===== src/hdl/pau_pkg.sv =====
// Shared constants and types for the polynomial arithmetic unit.
`timescale 1ns / 1ps

package pau_pkg;

    // Operand store geometry
    localparam int MAX_TERMS = 32;
    localparam int ADDR_W    = $clog2(MAX_TERMS);
    localparam int COEF_W    = 32;
    localparam int POW_W     = 5;
    localparam int RES_POW_W = 6;

    // Stream payload widths (fields packed from bit 0, padded to bytes)
    localparam int IN_FIELD_W  = POW_W + COEF_W;
    localparam int IN_TDATA_W  = ((IN_FIELD_W + 7) / 8) * 8;
    localparam int OUT_FIELD_W = RES_POW_W + COEF_W;
    localparam int OUT_TDATA_W = ((OUT_FIELD_W + 7) / 8) * 8;

    // Operation register codes; the unused code acts as add
    localparam logic [1:0] OP_ADD = 2'd0;
    localparam logic [1:0] OP_SUB = 2'd1;
    localparam logic [1:0] OP_MUL = 2'd2;

    // Operand select codes
    localparam logic SEL_A = 1'b0;
    localparam logic SEL_B = 1'b1;

    // Sequencer to arithmetic unit: operands arriving from the stores
    typedef struct packed {
        logic load;   // store read data valid this cycle
        logic last;   // final operand pair of this power
        logic a_ok;   // A entry was written since the fresh load
        logic b_ok;   // B entry was written since the fresh load
        logic clear;  // start a new sum
    } mac_ctrl_t;

    // Arithmetic unit to sequencer
    typedef struct packed {
        logic              done;  // sum of the current power is complete
        logic [COEF_W-1:0] sum;
    } mac_stat_t;

endpackage


===== src/hdl/polynomial_arithmetic_unit_top.sv =====
// Polynomial add, subtract and multiply over streamed dense coefficients.
// Loads: one term per cycle while idle; a term of A or a B term without tlast gives no beats.
// Add/subtract: degree+1 result beats, highest power first.
// Multiply: for each power p, every index pair summing to p goes through the single
//   shared multiply-accumulate unit, fed from two coefficient RAMs.
// Reset (rst_n, async, low) clears the sequencer, degrees, valid bits and operation.
`timescale 1ns / 1ps

module polynomial_arithmetic_unit_top (
    input  logic                           clk,
    input  logic                           rst_n,
    // Operation register write
    input  logic                           cfg_we,
    input  logic [1:0]                     cfg_wdata,
    // Term input
    input  logic                           s_axis_tvalid,
    output logic                           s_axis_tready,
    input  logic [pau_pkg::IN_TDATA_W-1:0] s_axis_tdata,  // term_power, term_coef, zero pad
    input  logic                           s_axis_tuser,  // poly_select
    input  logic                           s_axis_tlast,  // last_term
    // Result output
    output logic                            m_axis_tvalid,
    input  logic                            m_axis_tready,
    output logic [pau_pkg::OUT_TDATA_W-1:0] m_axis_tdata, // result_power, result_coef, zero pad
    output logic                            m_axis_tlast  // result_last
);

    import pau_pkg::*;

    typedef enum logic [5:0] {
        S_IDLE  = 6'b000001,
        S_TOP   = 6'b000010,
        S_PWR   = 6'b000100,
        S_ISSUE = 6'b001000,
        S_DRAIN = 6'b010000,
        S_OUT   = 6'b100000
    } state_t;

    state_t state_reg, state_next;

    logic [1:0]           op_reg;
    logic                 fresh_reg;
    logic [POW_W-1:0]     deg_a_reg, deg_a_next;
    logic [POW_W-1:0]     deg_b_reg, deg_b_next;
    logic [MAX_TERMS-1:0] valid_a_reg, valid_a_next;
    logic [MAX_TERMS-1:0] valid_b_reg, valid_b_next;
    logic [RES_POW_W-1:0] p_reg;
    logic [ADDR_W-1:0]    i_reg;
    logic [ADDR_W-1:0]    hi_reg;
    logic [COEF_W-1:0]    out_coef_reg;
    logic                 s1_v_reg, s1_last_reg, a_ok_reg, b_ok_reg;

    logic                 in_beat, out_beat, start;
    logic                 in_sel, in_last;
    logic [POW_W-1:0]     in_pow;
    logic [COEF_W-1:0]    in_coef;
    logic                 is_mul;
    logic [RES_POW_W-1:0] top;
    logic [RES_POW_W-1:0] deg_a_x, deg_b_x;
    logic [RES_POW_W-1:0] lo_diff, b_diff;
    logic [ADDR_W-1:0]    lo, hi;
    logic [ADDR_W-1:0]    ra_addr, rb_addr;
    logic [COEF_W-1:0]    a_rdata, b_rdata;
    logic [POW_W-1:0]     base_a, base_b;
    logic [MAX_TERMS-1:0] vbase_a, vbase_b, pow_bit;
    mac_ctrl_t            mctrl;
    mac_stat_t            mstat;

    // Input unpacking
    assign in_sel  = s_axis_tuser;
    assign in_last = s_axis_tlast;
    assign in_pow  = s_axis_tdata[POW_W-1:0];
    assign in_coef = s_axis_tdata[POW_W +: COEF_W];

    assign in_beat  = s_axis_tvalid & s_axis_tready;
    assign out_beat = m_axis_tvalid & m_axis_tready;
    assign start    = in_beat & (in_sel == SEL_B) & in_last;
    assign is_mul   = (op_reg == OP_MUL);

    // Degree and valid-bit update; a fresh load starts from an empty store
    always_comb
    begin
        base_a  = fresh_reg ? '0 : deg_a_reg;
        base_b  = fresh_reg ? '0 : deg_b_reg;
        vbase_a = fresh_reg ? '0 : valid_a_reg;
        vbase_b = fresh_reg ? '0 : valid_b_reg;
        pow_bit = '0;
        pow_bit[in_pow[ADDR_W-1:0]] = 1'b1;
        deg_a_next   = base_a;
        deg_b_next   = base_b;
        valid_a_next = vbase_a;
        valid_b_next = vbase_b;
        if (in_sel == SEL_A)
        begin
            valid_a_next = vbase_a | pow_bit;
            if (in_pow > base_a)
            begin
                deg_a_next = in_pow;
            end
        end
        else
        begin
            valid_b_next = vbase_b | pow_bit;
            if (in_pow > base_b)
            begin
                deg_b_next = in_pow;
            end
        end
    end

    // Highest result power and the term range for power p
    assign deg_a_x = {1'b0, deg_a_reg};
    assign deg_b_x = {1'b0, deg_b_reg};
    assign top     = is_mul ? (deg_a_x + deg_b_x)
                            : ((deg_a_reg > deg_b_reg) ? deg_a_x : deg_b_x);
    assign lo_diff = p_reg - deg_b_x;
    assign lo      = (is_mul && (p_reg > deg_b_x)) ? lo_diff[ADDR_W-1:0] : '0;
    assign hi      = !is_mul ? '0 : ((p_reg > deg_a_x) ? deg_a_reg : p_reg[ADDR_W-1:0]);

    // Store read addresses
    assign b_diff  = p_reg - {1'b0, i_reg};
    assign ra_addr = is_mul ? i_reg : p_reg[ADDR_W-1:0];
    assign rb_addr = is_mul ? b_diff[ADDR_W-1:0] : p_reg[ADDR_W-1:0];

    pau_ram #(.WIDTH(COEF_W), .DEPTH(MAX_TERMS)) u_ram_a (
        .clk   (clk),
        .we    (in_beat && (in_sel == SEL_A)),
        .waddr (in_pow[ADDR_W-1:0]),
        .wdata (in_coef),
        .raddr (ra_addr),
        .rdata (a_rdata)
    );

    pau_ram #(.WIDTH(COEF_W), .DEPTH(MAX_TERMS)) u_ram_b (
        .clk   (clk),
        .we    (in_beat && (in_sel == SEL_B)),
        .waddr (in_pow[ADDR_W-1:0]),
        .wdata (in_coef),
        .raddr (rb_addr),
        .rdata (b_rdata)
    );

    assign mctrl.load  = s1_v_reg;
    assign mctrl.last  = s1_last_reg;
    assign mctrl.a_ok  = a_ok_reg;
    assign mctrl.b_ok  = b_ok_reg;
    assign mctrl.clear = (state_reg == S_PWR);

    pau_mac u_mac (
        .clk    (clk),
        .rst_n  (rst_n),
        .op     (op_reg),
        .ctrl   (mctrl),
        .a_data (a_rdata),
        .b_data (b_rdata),
        .stat   (mstat)
    );

    // Sequencer next state
    always_comb
    begin
        state_next = state_reg;
        unique case (state_reg)
            S_IDLE:  if (start) state_next = S_TOP;
            S_TOP:   state_next = S_PWR;
            S_PWR:   state_next = S_ISSUE;
            S_ISSUE: if (i_reg == hi_reg) state_next = S_DRAIN;
            S_DRAIN: if (mstat.done) state_next = S_OUT;
            S_OUT:
            begin
                if (out_beat)
                begin
                    state_next = (p_reg == '0) ? S_IDLE : S_PWR;
                end
            end
            default: state_next = S_IDLE;
        endcase
    end

    // Control registers
    always_ff @(posedge clk or negedge rst_n)
    begin
        if (!rst_n)
        begin
            state_reg   <= S_IDLE;
            op_reg      <= OP_ADD;
            fresh_reg   <= 1'b1;
            deg_a_reg   <= '0;
            deg_b_reg   <= '0;
            valid_a_reg <= '0;
            valid_b_reg <= '0;
            s1_v_reg    <= 1'b0;
            s1_last_reg <= 1'b0;
        end
        else
        begin
            state_reg   <= state_next;
            s1_v_reg    <= (state_reg == S_ISSUE);
            s1_last_reg <= (state_reg == S_ISSUE) && (i_reg == hi_reg);
            if (cfg_we)
            begin
                op_reg <= cfg_wdata;
            end
            if (in_beat)
            begin
                fresh_reg   <= 1'b0;
                deg_a_reg   <= deg_a_next;
                deg_b_reg   <= deg_b_next;
                valid_a_reg <= valid_a_next;
                valid_b_reg <= valid_b_next;
            end
            else if (out_beat && (p_reg == '0))
            begin
                fresh_reg <= 1'b1;
            end
        end
    end

    // Datapath registers
    always_ff @(posedge clk)
    begin
        if (state_reg == S_TOP)
        begin
            p_reg <= top;
        end
        else if ((state_reg == S_OUT) && out_beat)
        begin
            p_reg <= p_reg - RES_POW_W'(1);
        end
        if (state_reg == S_PWR)
        begin
            i_reg  <= lo;
            hi_reg <= hi;
        end
        else if (state_reg == S_ISSUE)
        begin
            i_reg <= i_reg + ADDR_W'(1);
        end
        if (state_reg == S_ISSUE)
        begin
            a_ok_reg <= valid_a_reg[ra_addr];
            b_ok_reg <= valid_b_reg[rb_addr];
        end
        if ((state_reg == S_DRAIN) && mstat.done)
        begin
            out_coef_reg <= mstat.sum;
        end
    end

    // Output beat
    assign s_axis_tready = (state_reg == S_IDLE);
    assign m_axis_tvalid = (state_reg == S_OUT);
    assign m_axis_tdata  = {{(OUT_TDATA_W - OUT_FIELD_W){1'b0}}, out_coef_reg, p_reg};
    assign m_axis_tlast  = (p_reg == '0);

endmodule


===== src/hdl/pau_ram.sv =====
// Generic single-write, single-read RAM with registered read data.
`timescale 1ns / 1ps

module pau_ram #(
    parameter int WIDTH = 32,
    parameter int DEPTH = 32
) (
    input  logic                     clk,
    input  logic                     we,
    input  logic [$clog2(DEPTH)-1:0] waddr,
    input  logic [WIDTH-1:0]         wdata,
    input  logic [$clog2(DEPTH)-1:0] raddr,
    output logic [WIDTH-1:0]         rdata
);

    logic [WIDTH-1:0] mem [DEPTH];
    logic [WIDTH-1:0] rdata_reg;

    // Write port
    always_ff @(posedge clk)
    begin
        if (we)
        begin
            mem[waddr] <= wdata;
        end
    end

    // Registered read port
    always_ff @(posedge clk)
    begin
        rdata_reg <= mem[raddr];
    end

    assign rdata = rdata_reg;

endmodule


===== src/hdl/pau_mac.sv =====
// Shared arithmetic unit: add, subtract or multiply, then accumulate.
`timescale 1ns / 1ps

module pau_mac (
    input  logic                      clk,
    input  logic                      rst_n,
    input  logic [1:0]                op,
    input  pau_pkg::mac_ctrl_t        ctrl,
    input  logic [pau_pkg::COEF_W-1:0] a_data,
    input  logic [pau_pkg::COEF_W-1:0] b_data,
    output pau_pkg::mac_stat_t        stat
);

    import pau_pkg::*;

    logic [COEF_W-1:0]   a_eff;
    logic [COEF_W-1:0]   b_eff;
    logic [2*COEF_W-1:0] prod_full;
    logic [COEF_W-1:0]   val_next;
    logic [COEF_W-1:0]   val_reg;
    logic                v_reg;
    logic                last_reg;
    logic [COEF_W-1:0]   acc_reg;
    logic [COEF_W-1:0]   acc_next;

    // Entries not written since the fresh load read as zero
    assign a_eff     = ctrl.a_ok ? a_data : '0;
    assign b_eff     = ctrl.b_ok ? b_data : '0;
    assign prod_full = a_eff * b_eff;

    always_comb
    begin
        case (op)
            OP_MUL:  val_next = prod_full[COEF_W-1:0];
            OP_SUB:  val_next = a_eff - b_eff;
            default: val_next = a_eff + b_eff;
        endcase
    end

    // Operation stage register
    always_ff @(posedge clk or negedge rst_n)
    begin
        if (!rst_n)
        begin
            v_reg    <= 1'b0;
            last_reg <= 1'b0;
        end
        else
        begin
            v_reg    <= ctrl.load;
            last_reg <= ctrl.last;
        end
    end

    always_ff @(posedge clk)
    begin
        if (ctrl.load)
        begin
            val_reg <= val_next;
        end
    end

    // Accumulator, wraps at 32 bits
    assign acc_next = acc_reg + val_reg;

    always_ff @(posedge clk)
    begin
        if (ctrl.clear)
        begin
            acc_reg <= '0;
        end
        else if (v_reg)
        begin
            acc_reg <= acc_next;
        end
    end

    assign stat.done = v_reg & last_reg;
    assign stat.sum  = acc_next;

endmodule


===== config.mk =====
export PLATFORM = sky130hd
export DESIGN_NAME = polynomial_arithmetic_unit_top
export DESIGN_NICKNAME = d
export VERILOG_FILES = /design/src/hdl/pau_pkg.sv /design/src/hdl/polynomial_arithmetic_unit_top.sv /design/src/hdl/pau_ram.sv /design/src/hdl/pau_mac.sv
export SDC_FILE = /design/constraint.sdc
export NUM_CORES = 2
export LEC_CHECK = 0
export BUFFER_PORTS_ARGS = -buffer_cell sky130_fd_sc_hd__buf_2
export CAP_MARGIN = 5
export CORE_AREA = 2 2 468 586
export CTS_CLUSTER_DIAMETER = 100
export CTS_CLUSTER_SIZE = 28
export DETAILED_ROUTE_END_ITERATION = 7
export DIE_AREA = 0 0 470 588
export SLEW_MARGIN = 10
export SYNTH_ARGS = -nofsm -noshare
export SYNTH_HDL_FRONTEND = slang
export SYNTH_SLANG_ARGS = --single-unit

===== constraint.sdc =====
create_clock -name clk -period 11.4 [get_ports clk]
set_input_delay 0 -clock clk [delete_from_list [all_inputs] [get_ports clk]]
set_output_delay 0 -clock clk [all_outputs]
set_load 0.05 [all_outputs]

## After elaboration in Yosys (flattened, before gate mapping)

Memory sizes are Yosys's and may differ from the RTL's. A register that Yosys moved wholly into a read port is not among the register bits.
Index checks and enable logic that the tools add are counted.

| word-level totals | value |
|---|---|
| flip-flop bits (word level) | 201 |
| bits in latches | 0 |
| memory bits (writable) | 2,048 |
| bits in read-only memories | 0 |
| input port bits | 49 |
| memories | 2 |

| cells by class | value |
|---|---|
| $add $sub $neg | 8 |
| multiply operators | 1 |
| divide/modulo/power cells | 0 |
| magnitude comparators | 9 |
| eq/ne operators | 13 |
| shifts and indexed selects | 0 |
| multiplexer cells | 41 |
| bitwise operators | 8 |
| reduce and logical (&&, ||, !) cells | 13 |

Memory list:

| memory | words | bits a word | rd ports | clocked after memory_dff | wr ports | line | RTL |
|---|---|---|---|---|---|---|---|
| u_ram_a.mem | 32 | 32 | 1 | 1 | 1 | pau_ram.sv:16 | `logic [WIDTH-1:0] mem [DEPTH];` |
| u_ram_b.mem | 32 | 32 | 1 | 1 | 1 | pau_ram.sv:16 |  |

Operator list:

| cell | count |
|---|---|
| 2-to-1 mux 32 bit | 6 |
| 2-to-1 mux 5 bit | 13 |
| adder 32 bit | 2 |
| bitwise OR 32 bit | 2 |
| one-hot mux 32 bit (2 select lines) | 1 |
| 2-to-1 mux 6 bit | 7 |
| one-hot mux 6 bit (6 select lines) | 1 |
| multiplier 32 x 32 -> 32 bit | 1 |
| subtractor 32 bit | 1 |
| < comparator 5 x 6 -> 1 bit, second input constant | 3 |
| greater-than comparator 5 bit | 3 |
| greater-than comparator 6 x 5 -> 1 bit | 2 |
| binary-select mux 1 bit (select 5 bit) | 2 |
| subtractor 5 bit | 2 |
| 2-to-1 mux 1 bit | 9 |
| logical AND 1 bit | 8 |
| adder 5 x 5 -> 6 bit | 1 |
| == test 6 x 1 -> 1 bit, second input constant | 1 |
| == test 6 x 2 -> 1 bit, second input constant | 1 |
| == test 6 x 3 -> 1 bit, second input constant | 1 |
| == test 6 x 4 -> 1 bit, second input constant | 1 |
| == test 6 x 5 -> 1 bit, second input constant | 1 |
| == test 6 bit, second input constant | 1 |
| zero test 6 bit | 1 |
| other kinds (14) | 22 |

## Depth between registers and ports, before layout

| logic depth | value |
|---|---|
| word-level depth | 6 |
| gate-level depth with buffers | 31 |
| mapped depth without buffers | 27 |

## By module

From an unflattened synthesis, not the netlist that was laid out.

| unflattened totals | value |
|---|---|
| cells, all modules | 7,735 |
| area total of the unflattened synthesis | 109,895.4 um^2 |

By module, submodules not included:

| module | times used | cells an instance | area an instance (um^2) |
|---|---|---|---|
| pau_ram | 2 | 2,260 | 40,485.1 |
| pau_mac | 1 | 2,583 | 21,789.6 |
| polynomial_arithmetic_unit_top | 1 | 632 | 7,135.6 |

## Worst setup path before layout

No wires, ideal clock.

| timing path | value |
|---|---|
| path kind | reg-to-reg |
| start point | register b_ok_reg |
| end point | register u_mac.val_reg[31], data pin |
| setup time | 0.271 ns |
| arrival | 8.096 ns |
| data required time | 11.129 ns |
| setup slack | 3.033 ns |
| cell stages (with the launch flop) | 32 |
| path buffers | 5 |
| clock period less this slack | 8.367 ns |
| cells stage by stage | edfxtp_1 > clkbuf_1 > clkbuf_1 > clkbuf_1 > clkbuf_1 > and2_0 > clkbuf_1 > nand2_1 > fa_1 > inv_1 > fa_1 > fa_1 > inv_1 > fa_1 > inv_1 > fa_1 > inv_1 > fa_1 > inv_1 > fa_1 > fa_1 > ha_1 > and3_1 > a41o_1 > a31o_2 > a211oi_1 > nor3_1 > nand3b_1 > o211ai_1 > o21ai_0 > xnor2_1 > mux2i_1 |

| on the way | value |
|---|---|
| word-level cells in the longest chain between the ends | 3 |
| elaborated cells on any way between the ends | 5 |
| those cells by class | 2 x add/sub; 1 x mul; 2 x mux |

Ends and longest elaborated chain:

| what | line | RTL |
|---|---|---|
| from (decl) | polynomial_arithmetic_unit_top.sv:51 | `logic s1_v_reg, s1_last_reg, a_ok_reg, b_ok_reg;` |
| from (signal assigned) | polynomial_arithmetic_unit_top.sv:242 | `b_ok_reg <= valid_b_reg[rb_addr];` |
| 2-to-1 mux 32 bit (*) | pau_mac.sv:28 | `assign b_eff = ctrl.b_ok ? b_data : '0;` |
| multiplier 32 x 32 -> 32 bit (tied with other cells) | pau_mac.sv:29 | `assign prod_full = a_eff * b_eff;` |
| one-hot mux 32 bit (2 select lines) (*) | pau_mac.sv:33 | `case (op)` |
| named net u_mac.val_next[31] | pau_mac.sv:19 | `logic [COEF_W-1:0] val_next;` |
| to (signal assigned) | pau_mac.sv:59 | `val_reg <= val_next;` |
| to (decl) | pau_mac.sv:20 | `logic [COEF_W-1:0] val_reg;` |

Mark *: on every way through the listed nets, which the timed path passes. The rest lies on a longest branch.
A chain may end at the register's enable or synchronous reset.

## Worst setup path in the final report

| timing path | value |
|---|---|
| start point | register a_ok_reg |
| end point | register u_mac.val_reg[31], data pin |

| on the way | value |
|---|---|
| word-level cells in the longest chain between the ends | 3 |
| elaborated cells on any way between the ends | 5 |
| those cells by class | 2 x add/sub; 1 x mul; 2 x mux |

Ends and longest elaborated chain:

| what | line | RTL |
|---|---|---|
| from (decl) | polynomial_arithmetic_unit_top.sv:51 |  |
| from (signal assigned) | polynomial_arithmetic_unit_top.sv:241 | `a_ok_reg <= valid_a_reg[ra_addr];` |
| 2-to-1 mux 32 bit (*) | pau_mac.sv:27 | `assign a_eff = ctrl.a_ok ? a_data : '0;` |
| multiplier 32 x 32 -> 32 bit (tied with other cells) | pau_mac.sv:29 |  |
| one-hot mux 32 bit (2 select lines) (*) | pau_mac.sv:33 |  |
| named net u_mac.val_next[31] | pau_mac.sv:19 |  |

Marks and branches as above.

==> metrics.md <==
| Metric | Value |
|---|---|
| Outcome | `completed` |
| Clk_skew | `approximately 0.054 ns` |
| Crit path capture type | `flip-flop` |
| Largest family of logic cells by synthesized area | `multiplexers` |
| Gr usage total | `a little over a fifth` |
| Rel. slew slack | `6.13%` |
| Yosys warnings | `0` |
| # H-tree levels | `3` |
| Post-Synth XOR/XNOR Area | `around 1.5%` |
| First-pass iteration count of the detailed router | `6` |
| Combinational power share | `~45%` |
| Layout cells sized above 1 | `around 16%` |
| Clock Sinks | `around 2300` |
| Final Power | `~25 mW` |
| Insertion delay to the later sink of the worst-skew pair | `about 0.80 ns` |
| DRC Markers | `0` |
| Vias in the first global route | `61000` |
| Cell Area, Synth | `between 100000 and 150000 um^2` |
| Hold Path Class | `in2reg` |
| CTS Buf Count | `95` |
| VDD IR max | `roughly 580 uV` |
| Clk root buf | `clkbuf_16` |
| Most frequent cells in the layout | `2130 x edfxtp_1, 621 x nand2_1, 528 x mux4_2, 475 x nor2_1, 437 x inv_1` |
| Sw Share | `between 30% and 40%` |
| Setup_tns | `0 ns` |
| Initial Util | `between 30% and 40%` |
| Initial antenna violation count | `23` |
| DR vias/cell | `5.62` |
| Yosys top cell area share | `approximately three fifths` |
| RD Place Congestion | `between 0.9 and 1` |
| CTS tree | `built` |
| Largest cells by area after synthesis | `edfxtp_1 59%, mux4_2 11%, fa_1 7.7%` |
| Net switching power | `9.41 mW` |
| Final Hold Fails | `0` |
| Ys flop type | `edfxtp_1` |
| Synth Area in Adders | `about a tenth` |
| Ports | `between 90 and 100` |
| Final Net Count | `7558` |
| Vias | `between 50000 and 60000` |
| Post-synthesis mux area share | `roughly an eighth` |
| Setup bufs post-CTS | `0` |
| Cts repair resizes | `0` |
| Top cell by count, worst path | `fa_1` |
| Clock power frac | `16.9%` |
| Compound-cell area share of the yosys netlist | `under 10%` |
| Sequential share of power | `a little under two fifths` |
| F_max | `111 MHz` |
| Row count | `~210` |
| #FFs+latches synth | `2313` |
| Slew Viols, Final | `0` |
| Static Leak | `around 42 nW` |
| Post-DP Area | `between 100000 and 150000 um^2` |
| RSZ-0062 raised after global routing | `no` |
| Die height | `~590 um` |
| Congestion Overflow GR | `0` |
| Post-Syn Instances | `roughly 6800` |
| Tmin final | `approximately 9 ns` |
| DP Worst Slack | `2.47 ns` |
| Slowest CP cell | `nand2_1` |
| CP peak stage delay | `between 0.7 and 0.8 ns` |
| Post-DP HPWL | `approximately 180000 um` |
| Final Routed Wirelength | `between 200000 and 300000 um` |
| WP data required | `between 10 and 15 ns` |
| Worst EP arrival | `~9.6 ns` |
| Largest net degree at the start of global routing | `between 100 and 150` |
| Actual slew at the worst max-slew pin | `1.39 ns` |
| Post-synthesis area per instance | `~16 um^2` |
| Post-route ant nets | `0` |
| Maximum fanout along the worst path | `14` |
| 1st-iter DRT viols | `~6000` |
| Area growth syn-to-layout | `8.40%` |
| Endpoints failing setup | `0` |
| Fin util | `43.2%` |
| Core Region | `271000 um^2` |
| Max-cap violations | `0` |
| Largest registers | `u_ram_a.mem (1024), u_ram_b.mem (1024)` |
| Synth Area in Simple Gates | `just over 6%` |
| P_int | `between 15 and 20 mW` |
| R2r setup slk | `between 2 and 2.5 ns` |
| P per Cell Area | `about 210 nW/um^2` |
| First-pass GRT wire length | `~430000 um` |
| CP Class | `reg2reg` |
| Die width | `between 400 and 500 um` |
| Worst Path Buf+Inv | `5` |
| I/O Buffers | `86` |
| WL/cell | `between 20 and 30 um` |
| Max Root-Sink Buffers | `3` |
| Top Family by Delay on Critical Path | `adder cells` |
| Register area share after synthesis | `63.0%` |
| Final Cycle Share | `about 80%` |
| Commonest non-fill, non-tap cell in the layout | `edfxtp_1` |
| Setup WS post-layout | `about 2.4 ns` |
| Die Area | `about 280000 um^2` |
| Leading area contributor after synthesis | `edfxtp_1` |
| Crit start category | `flip-flop` |
| Number of library cell types mapped by synthesis | `82` |
| Number of synthesized flops with an enable pin | `~2100` |
| Filler Cell Count | `24100` |
| Clk pin slew, worst setup/hold paths | `approximately 0.11 ns` |
| Asr flop ratio synth | `under 10%` |
| Design area | `around 120000 um^2` |
-- what timing repair did --
item / 4_1_cts / 5_1_grt
hold buffers: 52 / 0
endpoints found under the hold margin: 2063 / 0
setup endpoints to repair: 0 / 0
-- cell families after synthesis --
kind of cell               Yosys count
AOI/OAI and AO/OA                  579
muxes                              707
adders and majority gates          636
xor gates and xnor gates           191
buffers and inverters              789
and+or+nand+nor                   1569
other                                1
DFF                               2313
-- through the flow --
| stage | instances | hold WS, ns |
|---|---|---|
| floorplan | 6786 | -0.296 |
| global placement | 10300 | 0.0287 |
| detailed placement | 10300 | 0.0316 |
| CTS | 10500 | 0.145 |
| global route | 10500 | 0.271 |
| finish | 10500 | 0.220 |
-- cell type report --
class                   instances  area, um^2  share of cell area, %
clock buffers                 147        2630                   2.24
inverters                     455        1710                   1.46
multi-input cells            3684       37500                   32.0
flip-flops and latches       2313       68100                   58.1
well taps                    3564        4460                   3.81
diodes                          7        17.5                 0.0150
repair buffers                324        2510                   2.14
clock inverters                14         196                  0.168
-- path summary, 6_finish.rpt --
kind,cells after the start,to,start
max,26,u_mac.val_reg[31],a_ok_reg
min in group asynchronous,3,state_reg[0],rst_n
max reg2reg,26,u_mac.val_reg[31],a_ok_reg
max in group asynchronous,4,valid_b_reg[29],rst_n
min,4,state_reg[0],m_axis_tready
min reg2reg,0,u_mac.last_reg,s1_last_reg
-- worst min-delay path: stages --
cell and delay [ns]:
dlygate4sd3_1 0.55, buf_2 0.15, o21ai_0 0.27, a311oi_1 0.07
-- synthesized netlist by cell type, drive strengths merged, types with 18 or more instances --
cell type,n
fa,413
clkinv,18
o21ai,143
mux2,71
mux4,528
inv,437
and3,21
nand2,623
o211ai,38
o21a,19
edfxtp,2130
a31oi,25
nand3,235
dfrtp,85
a21oi,144
nor3,25
dfxtp,96
mux2i,108
clkbuf,231
a21o,116
nand2b,26
xnor2,115
xor2,76
buf,102
nor2,541
ha,223
and2,29
-- layer usage --
layer,track usage [%],part of all wire [%],vias up
met5,0,0.021,-
met4,9.69,5.1,10
met3,2.19,5.3,455
met2,37.4,51,1840
met1,26.6,39,31500
li1,-,-,25200
-- power by group through the flow --
stage          Sequential (mW)  Clock (mW)  Combinational [mW]
2_1_floorplan             9.57           0                7.36
3_3_place_gp              9.62           0                11.1
3_5_place_dp              9.62           0                11.2
4_1_cts                   9.43        4.31                11.3
5_1_grt                   9.43        4.57                12.2
6_report                  9.43        4.21                11.2
Power figures use the tool's default switching activity.
